<file path="config.mk">
export PLATFORM = sky130hd
export DESIGN_NAME = block_index_search_unit_flat
export DESIGN_NICKNAME = d
export VERILOG_FILES = /design/src/rtl/core/bis_pkg.sv /design/src/rtl/core/bis_if.sv /design/src/rtl/core/bis_max_store.sv /design/src/rtl/core/bis_elem_store.sv /design/src/rtl/core/block_index_search_unit.sv /design/src/flat_wrapper.sv
export SDC_FILE = /design/constraint.sdc
export NUM_CORES = 1
export LEC_CHECK = 0
export BUFFER_PORTS_ARGS = -buffer_cell sky130_fd_sc_hd__buf_2
export CORE_ASPECT_RATIO = 0.8
export CORE_MARGIN = 4
export CORE_UTILIZATION = 30
export DETAILED_ROUTE_END_ITERATION = 7
export GPL_TIMING_DRIVEN = 0
export PLACE_DENSITY = 0.54
export SLEW_MARGIN = 5
export SYNTH_ARGS = -nofsm -noshare
export SYNTH_HDL_FRONTEND = slang
export SYNTH_SLANG_ARGS = --single-unit
</file>
<file path="constraint.sdc">
create_clock -name clock -period 6.3 [get_ports clock]
set_input_delay 0.315 -clock clock [delete_from_list [all_inputs] [get_ports clock]]
set_output_delay 0.315 -clock clock [all_outputs]
set_load 0.02 [all_outputs]
</file>
<file path="src/rtl/core/bis_pkg.sv">
// ----------------------------------------------------------------------------
// bis_pkg
// Shared widths, operation codes and constants of the block index search unit.
// ----------------------------------------------------------------------------
package bis_pkg;

   localparam int unsigned FUNC_W = 2;
   localparam int unsigned ADDR_W = 4;
   localparam int unsigned DATA_W = 32;
   localparam int unsigned POS_W  = 4;

   typedef logic [FUNC_W-1:0]        func_type;
   typedef logic [ADDR_W-1:0]        addr_type;
   typedef logic signed [DATA_W-1:0] data_type;
   typedef logic [POS_W-1:0]         pos_type;

   localparam func_type FUNC_CLEAR  = 2'd0;
   localparam func_type FUNC_WRITE  = 2'd1;
   localparam func_type FUNC_SEARCH = 2'd2;

   // Reset value of a block maximum.
   localparam data_type INT_MIN = 32'sh8000_0000;

endpackage

</file>
<file path="src/rtl/core/bis_if.sv">
// ----------------------------------------------------------------------------
// bis_req_if / bis_rsp_if
// Valid/ready channels for operation requests and search responses.
// ----------------------------------------------------------------------------
interface bis_req_if;
   import bis_pkg::*;

   logic     valid;
   logic     ready;
   func_type func;
   addr_type address;
   data_type value;

   modport source (output valid, output func, output address, output value, input ready);
   modport sink   (input valid, input func, input address, input value, output ready);
endinterface

interface bis_rsp_if;
   import bis_pkg::*;

   logic    valid;
   logic    ready;
   logic    found;
   pos_type position;

   modport source (output valid, output found, output position, input ready);
   modport sink   (input valid, input found, input position, output ready);
endinterface

</file>
<file path="src/rtl/core/bis_max_store.sv">
// ----------------------------------------------------------------------------
// bis_max_store
// Block maximum memory with a registered read. A valid bit per block
// lets a clear take effect at once; an invalid block reads as INT_MIN.
// ----------------------------------------------------------------------------
module bis_max_store #(
   parameter int unsigned NUM_BLOCKS = 4,
   parameter int unsigned BLK_W      = 2
) (
   input  logic                 clock,
   input  logic                 reset,
   input  logic                 clear,
   input  logic [BLK_W-1:0]     rd_addr,
   output bis_pkg::data_type    rd_data,
   input  logic                 wr_en,
   input  logic [BLK_W-1:0]     wr_addr,
   input  bis_pkg::data_type    wr_data
);
   import bis_pkg::*;

   data_type               mem_ff [NUM_BLOCKS];
   logic [NUM_BLOCKS-1:0]  vld_ff;
   data_type               rd_word_ff;
   logic                   rd_vld_ff;

   always_ff @(posedge clock) begin
      if (wr_en) begin
         mem_ff[wr_addr] <= wr_data;
      end
      rd_word_ff <= mem_ff[rd_addr];
   end

   always_ff @(posedge clock) begin
      if (reset || clear) begin
         vld_ff    <= '0;
         rd_vld_ff <= 1'b0;
      end else begin
         if (wr_en) begin
            vld_ff[wr_addr] <= 1'b1;
         end
         rd_vld_ff <= vld_ff[rd_addr];
      end
   end

   assign rd_data = rd_vld_ff ? rd_word_ff : INT_MIN;

endmodule

</file>
<file path="src/rtl/core/bis_elem_store.sv">
// ----------------------------------------------------------------------------
// bis_elem_store
// Element memory, one write and one registered read per cycle.
// ----------------------------------------------------------------------------
module bis_elem_store #(
   parameter int unsigned DEPTH  = 16,
   parameter int unsigned ELEM_W = 4
) (
   input  logic                 clock,
   input  logic [ELEM_W-1:0]    rd_addr,
   output bis_pkg::data_type    rd_data,
   input  logic                 wr_en,
   input  logic [ELEM_W-1:0]    wr_addr,
   input  bis_pkg::data_type    wr_data
);
   import bis_pkg::*;

   data_type mem_ff [DEPTH];
   data_type rd_data_ff;

   always_ff @(posedge clock) begin
      if (wr_en) begin
         mem_ff[wr_addr] <= wr_data;
      end
      rd_data_ff <= mem_ff[rd_addr];
   end

   assign rd_data = rd_data_ff;

endmodule

</file>
<file path="src/rtl/core/block_index_search_unit.sv">
// ----------------------------------------------------------------------------
// block_index_search_unit
// Indexed block search: clear of the block maxima, element write with
// maximum update, and search of the first block whose maximum reaches the key.
// ----------------------------------------------------------------------------
// A search takes one maximum read per block visited and one element read per
// element scanned. The next item is taken the cycle after the response is
// loaded into the output register, one item at a time. Reset leaves every
// block maximum at the most negative value at once; the element memory is
// not initialized.
module block_index_search_unit #(
   parameter int unsigned NUM_BLOCKS = 4,
   parameter int unsigned BLOCK_SIZE = 4
) (
   input  logic        clock,
   input  logic        reset,
   bis_req_if.sink     req_chan,
   bis_rsp_if.source   rsp_chan
);
   import bis_pkg::*;

   localparam int unsigned DEPTH  = NUM_BLOCKS * BLOCK_SIZE;
   localparam int unsigned ELEM_W = (DEPTH > 1) ? $clog2(DEPTH) : 1;
   localparam int unsigned BLK_W  = (NUM_BLOCKS > 1) ? $clog2(NUM_BLOCKS) : 1;
   localparam int unsigned CNT_W  = (BLOCK_SIZE > 1) ? $clog2(BLOCK_SIZE) : 1;
   localparam int unsigned NUM_ADDR = 2 ** ADDR_W;

   typedef enum logic [5:0] {
      S_IDLE  = 6'b000001,
      S_WMAX  = 6'b000010,
      S_SMAX  = 6'b000100,
      S_SELEM = 6'b001000,
      S_DONE  = 6'b010000,
      S_SPARE = 6'b100000
   } state_type;

   state_type          state_ff, state_in;
   data_type           val_ff, val_in;
   logic [BLK_W-1:0]   blk_ff, blk_in;
   logic [ELEM_W-1:0]  base_ff, base_in;
   logic [ELEM_W-1:0]  j_ff, j_in;
   logic [CNT_W-1:0]   cnt_ff, cnt_in;
   logic               hit_ff, hit_in;
   pos_type            pos_ff, pos_in;
   logic               rsp_valid_ff, rsp_valid_in;
   logic               rsp_found_ff, rsp_found_in;
   pos_type            rsp_pos_ff, rsp_pos_in;

   logic [BLK_W-1:0]   addr_blk_lut [NUM_ADDR];
   logic               addr_ok_lut [NUM_ADDR];

   logic               accept;
   logic               load;
   logic               max_clear;
   logic [BLK_W-1:0]   max_raddr;
   data_type           max_rdata;
   logic               max_we;
   logic [ELEM_W-1:0]  elem_raddr;
   data_type           elem_rdata;
   logic               elem_we;

   // Block number and range check of every write address, fixed at elaboration.
   for (genvar a = 0; a < NUM_ADDR; a++) begin : g_addr
      localparam int unsigned A_OK  = (a < DEPTH) ? 1 : 0;
      localparam int unsigned A_BLK = (a < DEPTH) ? (a / BLOCK_SIZE) : 0;
      assign addr_blk_lut[a] = BLK_W'(A_BLK);
      assign addr_ok_lut[a]  = (A_OK != 0);
   end

   assign accept = req_chan.valid && req_chan.ready;
   assign load   = (state_ff == S_DONE) && (!rsp_valid_ff || rsp_chan.ready);

   bis_max_store #(
      .NUM_BLOCKS (NUM_BLOCKS),
      .BLK_W      (BLK_W)
   ) u_max (
      .clock   (clock),
      .reset   (reset),
      .clear   (max_clear),
      .rd_addr (max_raddr),
      .rd_data (max_rdata),
      .wr_en   (max_we),
      .wr_addr (blk_ff),
      .wr_data (val_ff)
   );

   bis_elem_store #(
      .DEPTH  (DEPTH),
      .ELEM_W (ELEM_W)
   ) u_elem (
      .clock   (clock),
      .rd_addr (elem_raddr),
      .rd_data (elem_rdata),
      .wr_en   (elem_we),
      .wr_addr (ELEM_W'(req_chan.address)),
      .wr_data (req_chan.value)
   );

   always_comb begin
      state_in   = state_ff;
      val_in     = val_ff;
      blk_in     = blk_ff;
      base_in    = base_ff;
      j_in       = j_ff;
      cnt_in     = cnt_ff;
      hit_in     = hit_ff;
      pos_in     = pos_ff;
      max_clear  = 1'b0;
      max_raddr  = blk_ff;
      max_we     = 1'b0;
      elem_raddr = j_ff;
      elem_we    = 1'b0;

      unique case (state_ff)
         S_IDLE: begin
            if (accept) begin
               val_in   = req_chan.value;
               hit_in   = 1'b0;
               pos_in   = '0;
               state_in = S_DONE;
               case (req_chan.func)
                  FUNC_CLEAR: begin
                     max_clear = 1'b1;
                  end
                  FUNC_WRITE: begin
                     if (addr_ok_lut[req_chan.address]) begin
                        elem_we   = 1'b1;
                        blk_in    = addr_blk_lut[req_chan.address];
                        max_raddr = addr_blk_lut[req_chan.address];
                        state_in  = S_WMAX;
                     end
                  end
                  FUNC_SEARCH: begin
                     blk_in    = '0;
                     base_in   = '0;
                     max_raddr = '0;
                     state_in  = S_SMAX;
                  end
                  default: begin
                     state_in = S_DONE;
                  end
               endcase
            end
         end
         S_WMAX: begin
            // An overwrite only ever raises the maximum.
            max_we   = (max_rdata < val_ff);
            state_in = S_DONE;
         end
         S_SMAX: begin
            if (max_rdata < val_ff) begin
               if (blk_ff == BLK_W'(NUM_BLOCKS - 1)) begin
                  state_in = S_DONE;
               end else begin
                  blk_in    = blk_ff + 1'b1;
                  base_in   = base_ff + ELEM_W'(BLOCK_SIZE);
                  max_raddr = blk_ff + 1'b1;
               end
            end else begin
               elem_raddr = base_ff;
               j_in       = base_ff;
               cnt_in     = '0;
               state_in   = S_SELEM;
            end
         end
         S_SELEM: begin
            if (elem_rdata == val_ff) begin
               hit_in   = 1'b1;
               pos_in   = POS_W'(j_ff);
               state_in = S_DONE;
            end else if (cnt_ff == CNT_W'(BLOCK_SIZE - 1)) begin
               state_in = S_DONE;
            end else begin
               j_in       = j_ff + 1'b1;
               cnt_in     = cnt_ff + 1'b1;
               elem_raddr = j_ff + 1'b1;
            end
         end
         S_DONE: begin
            if (load) begin
               state_in = S_IDLE;
            end
         end
         default: begin
            state_in = S_IDLE;
         end
      endcase
   end

   always_comb begin
      rsp_valid_in = rsp_valid_ff && !rsp_chan.ready;
      rsp_found_in = rsp_found_ff;
      rsp_pos_in   = rsp_pos_ff;
      if (load) begin
         rsp_valid_in = 1'b1;
         rsp_found_in = hit_ff;
         rsp_pos_in   = pos_ff;
      end
   end

   always_ff @(posedge clock) begin
      if (reset) begin
         state_ff     <= S_IDLE;
         rsp_valid_ff <= 1'b0;
      end else begin
         state_ff     <= state_in;
         rsp_valid_ff <= rsp_valid_in;
      end
   end

   always_ff @(posedge clock) begin
      val_ff       <= val_in;
      blk_ff       <= blk_in;
      base_ff      <= base_in;
      j_ff         <= j_in;
      cnt_ff       <= cnt_in;
      hit_ff       <= hit_in;
      pos_ff       <= pos_in;
      rsp_found_ff <= rsp_found_in;
      rsp_pos_ff   <= rsp_pos_in;
   end

   assign req_chan.ready    = (state_ff == S_IDLE);
   assign rsp_chan.valid    = rsp_valid_ff;
   assign rsp_chan.found    = rsp_found_ff;
   assign rsp_chan.position = rsp_pos_ff;

   // A response that reports no match carries position zero.
   a_miss_pos_zero: assert property (@(posedge clock) disable iff (reset)
      rsp_valid_ff && !rsp_found_ff |-> rsp_pos_ff == '0)
      else $error("not-found response with nonzero position");

   // The element scan stays inside the block chosen by the maximum walk.
   a_scan_in_block: assert property (@(posedge clock) disable iff (reset)
      state_ff == S_SELEM |->
         (32'(j_ff) == 32'(base_ff) + 32'(cnt_ff)) && (32'(cnt_ff) < BLOCK_SIZE))
      else $error("element scan left its block");

   // An accepted item always starts work in the next cycle.
   a_accept_busy: assert property (@(posedge clock) disable iff (reset)
      accept |=> state_ff != S_IDLE)
      else $error("item accepted without leaving idle");

   // A new response only appears out of the done state.
   a_rsp_from_done: assert property (@(posedge clock) disable iff (reset)
      $rose(rsp_valid_ff) |-> $past(state_ff) == S_DONE)
      else $error("response raised outside the done state");

endmodule

</file>
<file path="src/flat_wrapper.sv">
// flat-port wrapper written by rule: the top's interface ports become plain ports
module block_index_search_unit_flat import bis_pkg::*;
#(
   parameter int unsigned NUM_BLOCKS = 4,
   parameter int unsigned BLOCK_SIZE = 4
)
  (clock, reset, req_chan_valid, req_chan_func, req_chan_address, req_chan_value, req_chan_ready, rsp_chan_valid, rsp_chan_found, rsp_chan_position, rsp_chan_ready);
  bis_req_if req_chan_i ();
  bis_rsp_if rsp_chan_i ();
  input  logic clock;
  input  logic reset;
  input wire logic [$bits(req_chan_i.valid)-1:0] req_chan_valid;
  input wire logic [$bits(req_chan_i.func)-1:0] req_chan_func;
  input wire logic [$bits(req_chan_i.address)-1:0] req_chan_address;
  input wire logic [$bits(req_chan_i.value)-1:0] req_chan_value;
  output wire logic [$bits(req_chan_i.ready)-1:0] req_chan_ready;
  output wire logic [$bits(rsp_chan_i.valid)-1:0] rsp_chan_valid;
  output wire logic [$bits(rsp_chan_i.found)-1:0] rsp_chan_found;
  output wire logic [$bits(rsp_chan_i.position)-1:0] rsp_chan_position;
  input wire logic [$bits(rsp_chan_i.ready)-1:0] rsp_chan_ready;
  assign req_chan_i.valid = req_chan_valid;
  assign req_chan_i.func = req_chan_func;
  assign req_chan_i.address = req_chan_address;
  assign req_chan_i.value = req_chan_value;
  assign req_chan_ready = req_chan_i.ready;
  assign rsp_chan_valid = rsp_chan_i.valid;
  assign rsp_chan_found = rsp_chan_i.found;
  assign rsp_chan_position = rsp_chan_i.position;
  assign rsp_chan_i.ready = rsp_chan_ready;
  block_index_search_unit #(.NUM_BLOCKS(NUM_BLOCKS), .BLOCK_SIZE(BLOCK_SIZE)) u_core (.clock(clock), .reset(reset), .req_chan(req_chan_i), .rsp_chan(rsp_chan_i));
endmodule
</file>
* Word level (Yosys, flattened, before mapping)
Memory sizes are Yosys's and may differ from the RTL's. A register that Yosys moved wholly into a read port is not among the register bits. Cells that the tools add are included.
Word-level totals: register bits 66, memory bits (writable) 640, bits in read-only memories 48, input bits 42, output and inout port bits 7, memories kept 4
Memory list:
- u_core.u_elem.mem_ff | depth 16, width 32, read ports 1, clocked after memory_dff 1, wr ports 1, line bis_elem_store.sv:18 | data_type mem_ff [DEPTH];
- u_core.u_max.mem_ff | depth 4, width 32, read ports 1, clocked after memory_dff 1, wr ports 1, line bis_max_store.sv:21 | data_type mem_ff [NUM_BLOCKS];
- (name not given) | depth 16, width 2, read ports 1, clocked after memory_dff 0, wr ports 0, line block_index_search_unit.sv:128 | blk_in = addr_blk_lut[req_chan.address];
- (name not given) | depth 16, width 1, read ports 1, clocked after memory_dff 0, wr ports 0, line block_index_search_unit.sv:126 | if (addr_ok_lut[req_chan.address]) begin
Operators by class: add/subtract/negate cells 4, order comparisons 5, eq/ne operators 21, mux-type cells 56, bitwise operators 2, reduce and logical (&&, ||, !) cells 17
Operators by type and width (number):
- two-way mux 4 bit | 9
- two-way mux 6 bit | 6
- == test 32 bit | 1
- less-than comparator 32 bit | 1
- two-way mux 32 bit | 1
- case mux 6 bit (5 select lines) | 1
- case mux 4 bit (2 select lines) | 3
- two-way mux 1 bit | 19
- two-way mux 2 bit | 9
- != test 2 bit (second input constant) | 6
- case mux 2 bit (2 select lines) | 3
- case mux 6 bit (2 select lines) | 1
- AND reduction 4 bit | 2
- == test 2 bit (second input constant) | 3
- == test 6 x 1 -> 1 bit (second input constant) | 1
- == test 6 x 2 -> 1 bit (second input constant) | 1
- == test 6 x 3 -> 1 bit (second input constant) | 1
- == test 6 x 4 -> 1 bit (second input constant) | 1
- == test 6 x 5 -> 1 bit (second input constant) | 1
- less-than comparator 2 x 3 -> 1 bit (second input constant) | 2
- != test 2 x 1 -> 1 bit (second input constant) | 3
- nonzero test 2 bit | 3
- >= comparator 5 bit (second input constant) | 1
- two-way mux 5 bit | 1
- other kinds (19) | 25

* Logic depth before layout (Yosys ltp)
depth after elaboration 10, mapped depth 14, gate-level depth less buffers 11

* Cells and area by module
From an unflattened synthesis, not the netlist that was laid out.
Unflattened totals: cell total of the unflattened synthesis 1409, area, all modules 29037.8 µm²
By module, submodules not included:
- bis_elem_store | instances 1, cells each 838, area an instance 19836.5 µm²
- bis_max_store | instances 1, cells each 251, area an instance 5708.0 µm²
- block_index_search_unit | instances 1, cells each 320, area an instance 3493.4 µm²

* Least setup slack after synthesis
Ideal clock, no wire load.
path type reg-to-reg, start reg u_core.u_max.rd_vld_ff, end mem u_core.u_max.mem_ff[2][0] (netlist name), enable pin, setup time 0.470 ns, arrival 4.580 ns, slack 1.249 ns, cell stages (with the launch flop) 12, path through dfxtp_1 clkbuf_1 and2_1 ha_1 a21o_1 a21o_1 a22o_1 o21ai_1 nand3_4 inv_1 nand4b_1 nor3b_1
Between the ends: word-level cells in the longest chain between the ends 5
RTL lines:
- from (decl) | line bis_max_store.sv:24 | logic rd_vld_ff;
- from (signal assigned) | line bis_max_store.sv:41 | rd_vld_ff <= vld_ff[rd_addr];
- two-way mux 32 bit | line bis_max_store.sv:45 | assign rd_data = rd_vld_ff ? rd_word_ff : INT_MIN;
- less-than comparator 32 bit | line block_index_search_unit.sv:147 | max_we = (max_rdata < val_ff);
- two-way mux 1 bit | line block_index_search_unit.sv:114 | unique case (state_ff)
- two-way mux 1 bit | line bis_max_store.sv:27 | if (wr_en) begin
- two-way mux 1 bit (implied by the code) | line bis_max_store.sv:28 | mem_ff[wr_addr] <= wr_data;
- to (decl) | line bis_max_store.sv:21
No other way between the ends.

* Worst setup path in the final report
start reg u_core.u_max.rd_vld_ff, end reg u_core.u_elem.rd_data_ff[18] (netlist: u_core.u_elem.rd_data[18]) (read register of u_core.u_elem.mem_ff)
Between the ends: word-level cells in the longest chain between the ends 4
RTL lines:
- two-way mux 32 bit | line bis_max_store.sv:45
- less-than comparator 32 bit | line block_index_search_unit.sv:151 | if (max_rdata < val_ff) begin
- two-way mux 4 bit | line block_index_search_unit.sv:151
- case mux 4 bit (2 select lines) | line block_index_search_unit.sv:114
- to (decl) | line bis_elem_store.sv:19 | data_type rd_data_ff;
No other way between the ends. A chain may end at the register's enable or synchronous reset.

==> results.txt <==
Initial core utilization: 30.3%
Fillers: 10200
Chip Width: 375 um
CP Class: reg2reg
Hold Slack: 0.0921 ns
Worst setup path startpoint: u_core.u_max.rd_vld_ff$_SDFF_PP0_
Global-route wire length before repair: 139000 um
Hold depth: 1
Most common cell after layout, fill and taps aside: edfxtp_1
CTS buffer count: 75
Die area: 0.113 mm^2
Tightest Hold Check Type: in2reg
Initial antenna violation count: 4
Max-cap viol count: 0
Placed insts: 3786
TritonRoute pass-1 iters: 6
Slew Viols, Final: 0
Drt drc: 0
Final period util: 76.3%
Met1 usage: 23.5%
FF-to-FF path depth: 14
Setup violators final: 0
Hold violation count in the final report: 0
Most frequent cells in the layout: edfxtp_1, nor2_1, o21ai_0
Grt met3 use: 2.62%
Post-synth EDFFs: 686
Finished Layout Cells: 3924
Static leakage: 12.5 nW
Slew HR: 21.9%
Largest net degree at the start of global routing: 26
Fmax: 208 MHz
Met2 usage: 26.2%
RR Startpoint: u_core.u_max.rd_vld_ff$_SDFF_PP0_
Synth Area per Inst: 14.2 um^2
Crit Reg-Reg Endpoint: u_core.u_elem.rd_data[18]$_DFF_P_
Clk buf depth: 3
Avg WL per Cell: 24.2 um
Tmin final: 4.81 ns
Synth Instances: 2282
Number of global-route vias before repair: 20700
Register area share after synthesis: 68.7%
Main synth FF type: edfxtp_1
Post-synthesis cell type count: 56
Measured slew at the worst slew-check pin: 1.17 ns
R2R Setup Slk: 1.49 ns
Critical path peak fanout: 10
Final nets: 2526
Routability cong.: 0.818
Drt total wl: 94800 um
Asr flop ratio synth: 0%
Die H: 302 um
Post-DRT Antenna Nets: 0
Yosys warns: 0
H-tree depth: 3
Core area: 0.107 mm^2
Crit path launch type: flip-flop
Netlist Area Pre-Place: 0.0324 mm^2
Flops & latches, synth: 767
CP required: 6.77 ns
Arrival time at the worst endpoint: 5.28 ns
Worst-skew pair later-pin latency: 0.63 ns
Clock-pin transition on the worst setup and hold timing paths: 0.07 ns
Root Buffer: clkbuf_16
Synth area leader: edfxtp_1
Synth top area share: 63.6%
RSZ-0062 raised after global routing: false
Worst Skew: 0.0285 ns
Grt peak-use layer: met2
Via count: 20600
Vias/cell: 5.26
Clock sink count: 767
DP HPWL: 66100 um
Synth area leaders: edfxtp_1, dfxtp_1, mux2_2
Initial DRC Count: 2183
Crit. End Element: flip-flop
Status: finished, final reports clean
Peak supply drop: 0.203 mV
GRT Resource Usage Total: 16.4%
Input/output buffers: 47
Layout area overhead: 16.1%
Critical path capture point: u_core.u_elem.rd_data[18]$_DFF_P_
TritonCTS clock tree: done
PD cells: 408 mW/mm^2
Mapped Nets: 2360
# IOs: 49
Ant diodes: 0
Layout cells sized above 1: 16.8%
Row count: 107
Grt total ovfl: 0
==> critical path, stage by stage, from the launching register on <==
cell,delay (ns)
dfxtp_1,0.44
clkbuf_1,0.33
and2_1,0.19
ha_1,0.24
a21o_1,0.16
a21o_1,0.17
a22o_1,0.24
o21ai_1,0.25
nand3_4,0.20
nand2_1,0.46
clkbuf_1,0.61
clkbuf_1,0.65
a2bb2oi_1,0.16
mux2i_1,0.31
mux2i_1,0.22
==> cells in the mapped netlist (7+ instances only) <==
master,number
a2bb2oi_1,128
ha_1,36
a21oi_1,26
nor3_1,12
and2_0,26
nor2_1,283
a211oi_1,34
edfxtp_1,686
o221ai_1,129
inv_1,42
a31oi_1,35
buf_6,7
dfxtp_1,81
and2_1,42
nand2b_1,7
buf_2,44
o21ai_0,134
clkbuf_1,90
nand2_1,87
mux2i_1,105
nand4_1,15
xnor2_1,35
nand3_1,10
mux2_2,128
==> area by class of cell <==
class | instances | area, um^2 | share of cell area, %
Inverter | 43 | 161 | 0.429
Clock buffer | 102 | 2120 | 5.64
Buffer | 153 | 704 | 1.87
Sequential cell | 767 | 22200 | 59.1
Tap cell | 1417 | 1770 | 4.72
Timing Repair Buffer | 89 | 825 | 2.19
Multi-Input combinational cell | 1319 | 9410 | 25.0
Clock inverter | 34 | 372 | 0.989
==> layer usage <==
layer	part of all wire, %	routed length [um]	vias up
li1	-	-	9122
met1	45	42900	10600
met2	46	43300	813
met3	7.1	6690	147
met4	2.0	1920	2
met5	0.016	15	-
==> worst min path at each step <==
stage	from	end	slack (ns)
6_report	req_chan_value[27]	u_core.u_elem.mem_ff[2][27]$_DFFE_PP_	0.09
3_3_place_gp	u_core.pos_ff[0]$_SDFFCE_PN0P_	u_core.rsp_chan.position[0]$_DFFE_PP_	0.41
5_1_grt	req_chan_value[27]	u_core.u_elem.mem_ff[5][27]$_DFFE_PP_	0.07
2_1_floorplan	reset	u_core.rsp_chan.valid$_SDFF_PP0_	0.38
4_1_cts	req_chan_value[27]	u_core.u_elem.mem_ff[5][27]$_DFFE_PP_	0.05
3_5_place_dp	u_core.hit_ff$_DFFE_PP_	u_core.rsp_chan.found$_DFFE_PP_	0.40
==> kinds of logic after synthesis <==
kind of cell    synth area share (%)
xor+xnor                       0.947
mux                             7.78
buf+inv                         2.68
simple gates                    7.02
fa+ha+maj                       1.39
flops                           68.7
compound gates                  11.5
==> registers in the layout, indices dropped and copies added (netlist names), 2 cells and up <==
register                  count
u_core.u_elem.mem_ff        512
u_core.blk_ff                 2
u_core.u_max.vld_ff           4
u_core.u_max.mem_ff         128
u_core.pos_ff                 4
u_core.val_ff                32
u_core.j_ff                   4
u_core.rsp_chan.position      4
u_core.base_ff                2
u_core.u_elem.rd_data        32
u_core.u_max.rd_word_ff      32
u_core.cnt_ff                 2
u_core.state_ff               5
==> through the flow <==
step | setup TNS, ns | cell area [um^2] | setup WS (ns) | utilization, % | total power, mW
after floorplan | 0 | 32400 | 1.25 | - | 9.09
after global placement | -152.77 | 34400 | -1.37 | 32.2 | 10.7
after detailed placement | 0 | 35100 | 1.55 | 32.8 | 10.8
after CTS | 0 | 37600 | 1.58 | 35.2 | 15.4
after global routing | 0 | 37600 | 1.27 | 35.2 | 15.9
final | 0 | 37600 | 1.49 | 35.2 | 15.3
==> repair_timing <==
action / 4_1_cts / 5_1_grt
gates resized for setup: 0 / 0
hold buffers: 2 / 0
setup endpoints to repair: 0 / 0
endpoints found under the hold margin: 5 / 0
setup buffers: 0 / 0
==> power breakdown <==
group | switching (mW) | internal [mW] | total [mW]
Sequential | 0.259 | 5.96 | 6.22
Combinational | 2.85 | 1.65 | 4.50
Clock | 1.92 | 2.69 | 4.61
(Power assumes the default switching activity.)
